### src/rtl/sfc_pkg.sv
// shared constants, types and the crc byte step for the sample frame builder
package sfc_pkg;

    localparam int CHANNELS    = 4;
    localparam int SAMPLE_W    = 16;
    localparam int BYTE_W      = 8;
    localparam int DATA_BYTES  = 2 * CHANNELS;
    localparam int FRAME_BYTES = DATA_BYTES + 2;
    localparam int CNT_W       = $clog2(FRAME_BYTES);
    localparam int FRAME_W     = DATA_BYTES * BYTE_W;

    localparam logic [15:0] CRC_POLY_REFL = 16'hA001;
    localparam logic [15:0] CRC_INIT      = 16'hFFFF;

    typedef logic [CHANNELS-1:0][SAMPLE_W-1:0] sample_arr_t;

    // pending frame handed from the input register to the serializer
    typedef struct packed {
        logic        valid;
        sample_arr_t words;
    } hold_t;

    // one crc-16/modbus byte update, reflected, lsb first
    function automatic logic [15:0] crc_byte(input logic [15:0] crc_in,
                                             input logic [7:0] data);
        logic [15:0] c;
        c = crc_in ^ {8'h00, data};
        for (int k = 0; k < 8; k++) begin
            if (c[0])
                c = (c >> 1) ^ CRC_POLY_REFL;
            else
                c = c >> 1;
        end
        return c;
    endfunction

endpackage

### src/rtl/sample_frame_crc16_builder.sv
// top level: four sample words in, ten-byte frame with crc-16/modbus out
//
//  channel  | ports                                   | handshake
//  ---------+-----------------------------------------+-----------------------------
//  input    | sample_0, sample_1, sample_2, sample_3  | start high while busy low
//  result   | frame_byte, frame_end                   | out_valid, one word per cycle
//
// A frame is ten result words on consecutive cycles; the input word passes through
// the input register, the serializer's frame register and the result register.
// The byte sequencer sets the pace of frames; a following word is taken into the
// input register while the current frame is still going out.
// Reset clears the control state; no frame is in flight after it.
// The receiver cannot stall: each result word is shown for exactly one cycle.
module sample_frame_crc16_builder
    import sfc_pkg::*;
(
    input  logic                clk,
    input  logic                rst_n,
    input  logic                start,
    output logic                busy,
    input  logic [SAMPLE_W-1:0] sample_0,
    input  logic [SAMPLE_W-1:0] sample_1,
    input  logic [SAMPLE_W-1:0] sample_2,
    input  logic [SAMPLE_W-1:0] sample_3,
    output logic                out_valid,
    output logic [BYTE_W-1:0]   frame_byte,
    output logic                frame_end
);

    sample_arr_t words;
    hold_t       hold;
    logic        take;

    // channel order: sample_0 sent first
    assign words[0] = sample_0;
    assign words[1] = sample_1;
    assign words[2] = sample_2;
    assign words[3] = sample_3;

    sfc_hold u_hold (
        .clk   (clk),
        .rst_n (rst_n),
        .start (start),
        .words (words),
        .take  (take),
        .busy  (busy),
        .hold  (hold)
    );

    sfc_serializer u_ser (
        .clk        (clk),
        .rst_n      (rst_n),
        .hold       (hold),
        .take       (take),
        .out_valid  (out_valid),
        .frame_byte (frame_byte),
        .frame_end  (frame_end)
    );

endmodule

### src/rtl/sfc_hold.sv
// one-entry input register that takes a word while the previous frame streams out
module sfc_hold
    import sfc_pkg::*;
(
    input  logic        clk,
    input  logic        rst_n,
    input  logic        start,
    input  sample_arr_t words,
    input  logic        take,
    output logic        busy,
    output hold_t       hold
);

    logic        valid_reg;
    logic        valid_next;
    sample_arr_t words_reg;
    logic        accept;

    // free when empty or when the serializer takes the entry this cycle
    assign busy   = valid_reg & ~take;
    assign accept = start & ~busy;

    // occupancy
    always_comb
    begin
        if (take)
            valid_next = accept;
        else
            valid_next = valid_reg | accept;
    end

    always_ff @(posedge clk or negedge rst_n)
    begin
        if (!rst_n)
            valid_reg <= 1'b0;
        else
            valid_reg <= valid_next;
    end

    // payload capture
    always_ff @(posedge clk)
    begin
        if (accept)
            words_reg <= words;
    end

    assign hold.valid = valid_reg;
    assign hold.words = words_reg;

endmodule

### src/rtl/sfc_serializer.sv
// byte sequencer: sends data bytes, folds them into the crc, then sends the crc
module sfc_serializer
    import sfc_pkg::*;
(
    input  logic              clk,
    input  logic              rst_n,
    input  hold_t             hold,
    output logic              take,
    output logic              out_valid,
    output logic [BYTE_W-1:0] frame_byte,
    output logic              frame_end
);

    localparam logic [CNT_W-1:0] LAST_IDX = CNT_W'(FRAME_BYTES - 1);
    localparam logic [CNT_W-1:0] CRC_IDX  = CNT_W'(DATA_BYTES);

    logic               active_reg;
    logic               active_next;
    logic [CNT_W-1:0]   cnt_reg;
    logic [FRAME_W-1:0] frame_reg;
    logic [15:0]        crc_reg;
    logic               valid_reg;
    logic [BYTE_W-1:0]  byte_reg;
    logic               end_reg;
    logic               last;
    logic               is_data;
    logic [BYTE_W-1:0]  byte_sel;

    assign last    = active_reg & (cnt_reg == LAST_IDX);
    assign take    = hold.valid & (~active_reg | last);
    assign is_data = cnt_reg < CRC_IDX;

    // byte chosen for this cycle
    always_comb
    begin
        if (is_data)
            byte_sel = frame_reg[BYTE_W-1:0];
        else if (cnt_reg == CRC_IDX)
            byte_sel = crc_reg[7:0];
        else
            byte_sel = crc_reg[15:8];
    end

    always_comb
    begin
        if (take)
            active_next = 1'b1;
        else if (last)
            active_next = 1'b0;
        else
            active_next = active_reg;
    end

    // control state
    always_ff @(posedge clk or negedge rst_n)
    begin
        if (!rst_n)
        begin
            active_reg <= 1'b0;
            valid_reg  <= 1'b0;
        end
        else
        begin
            active_reg <= active_next;
            valid_reg  <= active_reg;
        end
    end

    // frame shifter, byte counter and running crc
    always_ff @(posedge clk)
    begin
        if (take)
        begin
            frame_reg <= FRAME_W'(hold.words);
            cnt_reg   <= '0;
            crc_reg   <= CRC_INIT;
        end
        else if (active_reg)
        begin
            frame_reg <= frame_reg >> BYTE_W;
            cnt_reg   <= cnt_reg + 1'b1;
            if (is_data)
                crc_reg <= crc_byte(crc_reg, frame_reg[BYTE_W-1:0]);
        end
    end

    // result register
    always_ff @(posedge clk)
    begin
        byte_reg <= byte_sel;
        end_reg  <= last;
    end

    assign out_valid  = valid_reg;
    assign frame_byte = byte_reg;
    assign frame_end  = end_reg;

endmodule
### config.mk
export PLATFORM = sky130hd
export DESIGN_NAME = sample_frame_crc16_builder
export DESIGN_NICKNAME = d
export VERILOG_FILES = /design/src/rtl/sfc_pkg.sv /design/src/rtl/sample_frame_crc16_builder.sv /design/src/rtl/sfc_hold.sv /design/src/rtl/sfc_serializer.sv
export SDC_FILE = /design/constraint.sdc
export NUM_CORES = 1
export LEC_CHECK = 0
export BUFFER_PORTS_ARGS = -buffer_cell sky130_fd_sc_hd__buf_4
export CORE_MARGIN = 4
export CORE_UTILIZATION = 40
export CTS_CLUSTER_DIAMETER = 60
export DETAILED_ROUTE_END_ITERATION = 12
export GPL_TIMING_DRIVEN = 0
export PLACE_DENSITY_LB_ADDON = 0.3
export SLEW_MARGIN = 5
export SYNTH_ARGS = -nofsm -noshare
export SYNTH_HDL_FRONTEND = slang
export SYNTH_SLANG_ARGS = --single-unit
### constraint.sdc
create_clock -name clk -period 4.3 [get_ports clk]
set_input_delay 0.43 -clock clk [delete_from_list [all_inputs] [get_ports clk]]
set_output_delay 0.43 -clock clk [all_outputs]
set_load 0.02 [all_outputs]
==> flow_metrics.tcl, run 1 <==
set metrics [dict create \
    clock_tree_from_tritoncts "yes" \
    flop_to_flop_setup_slack_ns 1.92 \
    grt.total_usage_pct 13.4 \
    diodes_inserted 0 \
    dr.first_iter.drc_count 195 \
    cp_data_arrival_time_ns 2.55 \
    mappedNetlistNets 438 \
    most_common_cell_after_layout_fill_and_taps_aside "edfxtp_1" \
    finalCoreUtilization_pct 51.2 \
    ctsRootBufferMaster "clkbuf_16" \
    fp.coreArea_um2 14600 \
    power.share.switching_pct 28.4 \
    grt_start_max_net_pins 65 \
    timing.final.hold_violations 0 \
    synth.avg_cell_area_um2 16.4 \
    slew_headroom_pct 42.0 \
    internal_power_mw 4.16 \
    slew_viol_final 0 \
    power.density_cell_area_nw_per_um2 776 \
    p_sw_mw 1.65 \
    yosys.cell_types.count 30 \
    num_io_pins 78 \
    grt_first_pass_wirelength_um 16800 \
    timing.max_cap.violations 0 \
    remaining_drc_errors 0 \
    kind_of_start_point_of_the_critical_path "flip-flop" \
    wl_per_cell_um 16.1 \
    seq_power_share_pct 42.3 \
    post-route-min-period_ns 2.38 \
    synth-seq-cells 160 \
    area_delta_synth_final_pct 24.0 \
    grt_antenna_before_repair 0 \
    h-tree-depth 4 \
    irDropWorstVdd_uv 499 \
    die_w_um 131 \
    grt_setup_unrepaired "no" \
    cts_made_buffers 17 \
    outcome "finished clean" \
    numClockSinks 160 \
    row_count 44 \
    wirelength_um 10600 \
    yosys_warnings 0 \
    setup_viol 0 \
    io_buffer_count 77 \
    fin_tns_setup_ns 0 \
    worstMarginPinSlew_ns 0.870 \
    timing.critical_path.to_type "flip-flop" \
    holdCritPathClass "in -> reg" \
    clock.fmax_ghz 0.421 \
    cell_leakage_power_nw 3.04 \
    clkPwrFrac_pct 26.3 \
    post_cts_resized 0 \
    timing_worst_setup_path_type "reg -> reg" \
    cts.reportedPaths.clkPinSlew_ns 0.06 \
    vias_in_the_first_global_route 3280 \
    synth.cell_area_um2 6040 \
    pwr-share-comb_pct 31.4 \
    detailedRoute.firstPassIterationCount 6 \
    dieArea_um2 17100 \
    gp_congestion 0.813 \
    hpwl_um 7150 \
    worst_ep_required_time_ns 4.47 \
    netlist_instances 368 \
    final_net_count 536 \
    final_min_period_over_clock_period_pct 55.3 \
    postRouteAntennaNets 0 \
    drt-vias-per-instance 4.81 \
    detailroute.via_count 3186 \
    worstPathMaxFanout 10 \
    globalRouteOverflowTotal 0 \
    initial_core_util_pct 41.3 \
    share_of_post_route_cells_with_drive_strength_above_1_pct 36.2 \
    clk_path_buf_depth 2 \
    clock-skew-final_ns 0.0113 \
    layout_common_cells "128 x edfxtp_1, 77 x buf_4, 56 x mux2_2" \
    vertical_die_dimension_um 131 \
    yosysSeqAreaShare_pct 74.4 \
    worst_skew_pair.late_latency_ns 0.43 \
]
[area by class of cell]
class,instances,area [um2]
Sequential cell,160,4500
Inverter,4,15.0
Tap cell,184,230
Fill cell,1200,7150
Multi-Input combinational cell,188,1470
Clock buffer,18,429
Timing Repair Buffer,79,616
Buffer,16,67.6
Clock inverter,13,170
[metal layers]
| layer | routed length [um] | vias to the layer above | GRT usage [%] |
|---|---|---|---|
| li1 | - | 1547 | - |
| met1 | 4620 | 1508 | 16.3 |
| met2 | 5190 | 109 | 21.3 |
| met3 | 595 | 22 | 4.84 |
| met4 | 236 | 0 | 6.41 |
| met5 | 0 | - | 0 |
[metrics by stage]
stage               power (mW)  std cells  worst slack [ns]  cell area [um2]  hold WS, ns
finish                    5.82        662              1.92             7490        0.176
global route              6.16        662              1.75             7490        0.158
CTS                       5.87        662              1.89             7490        0.161
detailed placement        4.32        630              1.89             6890        0.224
global placement          4.25        629             0.572             6850        0.220
floorplan                 3.86        368              1.43             6040        0.134
[path summary, 6_finish.rpt]
path                             startpoint                   to  cells after the start
min in group asynchronous             rst_n      u_ser.out_valid                      2
max reg2reg                u_ser.cnt_reg[1]  u_ser.frame_reg[54]                      8
min reg2reg                u_ser.active_reg      u_ser.out_valid                      0
max                        u_ser.cnt_reg[1]  u_ser.frame_reg[54]                      8
max in group asynchronous             rst_n     u_ser.active_reg                      2
min                             sample_2[8]      u_hold.hold[40]                      1
[worst max-delay path, cell delays in order, from the launching register on]
cell and delay (ns):
dfxtp_1 0.37, inv_1 0.08, ha_1 0.17, nor2b_1 0.15
nand2_1 0.11, nand2_1 0.08, nand2_1 0.21, clkbuf_1 0.54
mux2_2 0.42
[timing repair]
action,4_1_cts,5_1_grt
hold buffers,1,0
buffers inserted,0,0
hold endpoints to repair,3,0
[power by group through the flow]
stage	logic (mW)	clock network (mW)	registers (mW)
6_report	1.82	1.53	2.46
3_5_place_dp	1.82	0	2.49
2_1_floorplan	1.39	0	2.47
4_1_cts	1.84	1.56	2.46
3_3_place_gp	1.77	0	2.47
5_1_grt	2.03	1.63	2.50
[cells by family (layout without fill, tap and decap cells)]
| kind of cell | Yosys count | after routing | share of synthesized area [%] |
|---|---|---|---|
| AO/OA/AOI/OAI | 22 | 22 | 2.36 |
| XOR/XNOR | 26 | 26 | 4.74 |
| adder cells (fa/ha/maj) | 3 | 3 | 0.621 |
| buffers and inverters | 20 | 130 | 1.37 |
| flip-flops | 160 | 160 | 74.4 |
| multiplexers | 57 | 57 | 10.6 |
| AND/OR/NAND/NOR | 80 | 80 | 5.88 |
[cell usage after synthesis (all sizes together)]
| cell | n | area share [%] |
|---|---|---|
| xnor3 | 3 | 1.2 |
| xor2 | 5 | 0.72 |
| buf | 7 | 0.56 |
| and3 | 9 | 0.93 |
| xnor2 | 18 | 2.9 |
| ha | 3 | 0.62 |
| o21ai | 4 | 0.33 |
| or2 | 1 | 0.10 |
| a31oi | 8 | 0.83 |
| inv | 4 | 0.25 |
| and2 | 2 | 0.21 |
| mux2 | 56 | 10 |
| nand2 | 39 | 2.4 |
| o211ai | 8 | 0.99 |
| edfxtp | 128 | 64 |
| nor2b | 2 | 0.21 |
| nand3 | 6 | 0.50 |
| nand4 | 1 | 0.10 |
| a22oi | 1 | 0.12 |
| nor2 | 16 | 0.99 |
| dfrtp | 3 | 1.2 |
| dfxtp | 29 | 9.6 |
| clkbuf | 9 | 0.56 |
| mux2i | 1 | 0.17 |
| a21oi | 1 | 0.083 |
| nand2b | 4 | 0.41 |
Power figures use the tool's default switching activity.
==> run 2: changes to the inputs <==
--- a/config.mk
+++ b/config.mk
@@ -5,6 +5,7 @@
 export SDC_FILE = /design/constraint.sdc
 export NUM_CORES = 1
 export LEC_CHECK = 0
+export ABC_AREA = 1
 export BUFFER_PORTS_ARGS = -buffer_cell sky130_fd_sc_hd__buf_4
 export CORE_MARGIN = 4
 export CORE_UTILIZATION = 40
==> constraint.sdc (replaced) <==
create_clock -name clk -period 2.3 [get_ports clk]
set_input_delay 0.23 -clock clk [delete_from_list [all_inputs] [get_ports clk]]
set_output_delay 0.23 -clock clk [all_outputs]
set_load 0.02 [all_outputs]
==> flow_metrics.tcl, run 2 <==
set metrics [dict create \
    cts.reportedPaths.clkPinSlew_ns 0.06 \
    netlist_instances 558 \
    share_of_post_route_cells_with_drive_strength_above_1_pct 20.1 \
    yosysMostFrequentCell "nand2_1" \
    final_net_count 790 \
    worstMarginPinSlew_ns 0.852 \
    timing.critical_path.to_type "flip-flop" \
    yosys_warnings 0 \
    worst_skew_pair.late_latency_ns 0.43 \
    grt_setup_unrepaired "no" \
    detailroute.via_count 4278 \
    postRouteAntennaNets 0 \
    globalRouteOverflowTotal 0 \
    drt-vias-per-instance 4.65 \
    synth-simple-area-share_pct 17.6 \
    fp.coreArea_um2 15200 \
    vertical_die_dimension_um 133 \
    synth_compound_area_share_pct 4.81 \
    remaining_drc_errors 0 \
    diodes_inserted 0 \
    dr.first_iter.drc_count 243 \
    timing.reg2reg.worst_path_depth 6 \
    vias_in_the_first_global_route 4551 \
    setup_viol 0 \
    synth_top_flop_cell "edfxtp_1" \
    slew_viol_final 0 \
    flop_to_flop_setup_slack_ns 0.18 \
    gp_congestion 0.843 \
    clock-skew-final_ns 0.0107 \
    min_delay_src "start" \
    detailedRoute.firstPassIterationCount 4 \
    xor_xnor_fraction_of_synth_area_pct 0.564 \
    h-tree-depth 4 \
    io_buffer_count 77 \
    fin_tns_setup_ns 0 \
    grt_antenna_before_repair 0 \
    postCtsSetupRepairBufs 0 \
    cts_made_buffers 17 \
    kind_of_start_point_of_the_critical_path "flip-flop" \
    worstPathMaxFanout 32 \
    adder_and_majority_gate_portion_of_the_synthesized_area_pct 0.604 \
    outcome "finished clean" \
    grt_first_pass_wirelength_um 21100 \
    wl_per_cell_um 13.9 \
    synth.avg_cell_area_um2 11.1 \
    num_io_pins 78 \
    post_synth_main_area_contributors "edfxtp_1 62%, nand2_1 14%, dfxtp_1 9.3%, inv_1 1.9%, o21ai_0 1.9%" \
    yosys.cell_types.count 24 \
    synth_enable_flop_cells 128 \
    hold_path_end "u_hold.valid_reg" \
    clock_tree_from_tritoncts "yes" \
    cp_data_arrival_time_ns 2.05 \
    mappedNetlistNets 628 \
    worst_ep_required_time_ns 2.23 \
    synth-seq-cells 160 \
    die_w_um 133 \
    post-route-min-period_ns 2.12 \
    slew_headroom_pct 43.2 \
    timing.max_cap.violations 0 \
    register_area_um2 4500 \
    multi_input_area_um2 1520 \
    grt_start_max_net_pins 65 \
    r2r_end "u_hold.hold[3]" \
    clk_path_buf_depth 2 \
    row_count 45 \
    ctsRootBufferMaster "clkbuf_16" \
    area_delta_synth_final_pct 33.5 \
    irDropWorstVdd_uv 696 \
    synth_top_area_share_pct 61.8 \
    final_min_period_over_clock_period_pct 92.2 \
    timing_worst_setup_path_type "reg -> reg" \
    layout_common_cells "235 x nand2_1, 128 x edfxtp_1, 79 x buf_4" \
    worst_hold_path.num_cells 2 \
    nFillCells 1267 \
    holdCritPathClass "in -> reg" \
    hpwl_um 8020 \
    synthDominantAreaCellType "edfxtp_1" \
    synth.mux.area_fraction_pct 0 \
    grt.total_usage_pct 15.3 \
    post-route-cell-area_um2 8290 \
    worstReg2RegStart "u_ser.cnt_reg[1]" \
    yosysSeqAreaShare_pct 72.4 \
    most_common_cell_after_layout_fill_and_taps_aside "nand2_1" \
    asyncSetResetFlopFracSynth_pct 1.88 \
    total_placed_instance_area_um2 7040 \
    dominant_combinational_cell_family_by_area_after_synthesis "simple AND/OR/NAND/NOR gates" \
    initial_core_util_pct 40.9 \
    synth.cell_area_um2 6210 \
    cell_leakage_power_nw 3.66 \
    clock.fmax_ghz 0.472 \
    wirelength_um 12800 \
    synth.top_cells.by_count "237 x nand2_1, 128 x edfxtp_1, 31 x inv_1, 29 x dfxtp_1, 23 x o21ai_0" \
    p_total_mw 10.4 \
    numClockSinks 160 \
    timing.final.hold_violations 0 \
    power.density_cell_area_nw_per_um2 1260 \
    dieArea_um2 17600 \
]
[run 2: changes by cell type after synthesis, moves of 8 or more]
cell and delta:
xnor2_1 -14, inv_2 +11, o21ai_0 +20, and3_1 -9
nand2_1 +198, nand2_2 +9, a21oi_1 +16, a31oi_1 -8
inv_1 +27, mux2_2 -56
[run 2: layout make-up]
cell class                      instances  share of cell area (%)
Clock buffer                           20                    5.26
Inverter                               42                    1.95
Tap cell                              188                    2.84
Multi-Input combinational cell        337                    18.3
Buffer                                 19                    1.10
Timing Repair inverter                  1                  0.0905
Timing Repair Buffer                  142                    14.8
Sequential cell                       160                    54.3
Clock inverter                         11                    1.39
[run 2: worst max-delay path, stage by stage, from the launching register on]
cell	delay (ns)
dfxtp_2	0.33
inv_2	0.07
ha_4	0.16
nand3_4	0.06
nand2_4	0.07
o21ai_4	0.24
clkinvlp_4	0.67
[run 2: logic make-up after synthesis]
logic type | Yosys count
flops | 160
simple gates | 277
buf+inv | 61
fa+ha+maj | 3
xor+xnor | 4
compound gates | 53
[run 2: stage by stage]
stage	utilization [%]	hold slack [ns]	setup WS, ns	instances
2_1_floorplan	-	-0.0656	0.00276	558
3_3_place_gp	46.3	0.0187	-0.598	823
3_5_place_dp	46.3	0.0197	-0.556	823
4_1_cts	54.4	0.0257	0.0181	920
5_1_grt	54.6	0.0364	0.00710	920
6_report	54.6	0.0415	0.180	920
[run 2: power by group]
group | total [mW] | switching, mW | leakage, nW | internal (mW)
registers | 4.54 | 0.365 | 1.62 | 4.18
clock network | 2.67 | 1.09 | 0.267 | 1.58
logic | 3.22 | 2.03 | 1.77 | 1.19
total | 10.4 | 3.49 | 3.66 | 6.95
[run 2: repair_timing]
action | CTS | global route
resized for setup | 4 | 6
pin swaps | 0 | 1
gates cloned | 1 | 0
hold buffers | 65 | 0
hold endpoints to repair | 67 | 0
setup endpoints to repair | 64 | 64
[run 2: routing by layer]
layer	share of wire, %	global-route usage [%]	wire, um
met1	41	17.4	5260
met2	52	26.8	6640
met3	4.9	4.94	627
met4	1.8	5.83	231
met5	0	0	0
[run 2: worst max path at each step]
stage	endpoint	depth (start not counted)	from	slack, ns
after global routing	u_hold.hold[9]	6	u_ser.cnt_reg[1]	0.007
after detailed placement	u_hold.hold[10]	6	u_ser.cnt_reg[1]	-0.56
after floorplan	u_ser.frame_reg[0]	2	u_ser.active_reg	0.003
after CTS	u_hold.hold[9]	6	u_ser.cnt_reg[1]	0.02
after global placement	u_ser.frame_reg[1]	2	u_ser.active_reg	-0.60
final	u_hold.hold[3]	6	u_ser.cnt_reg[1]	0.18
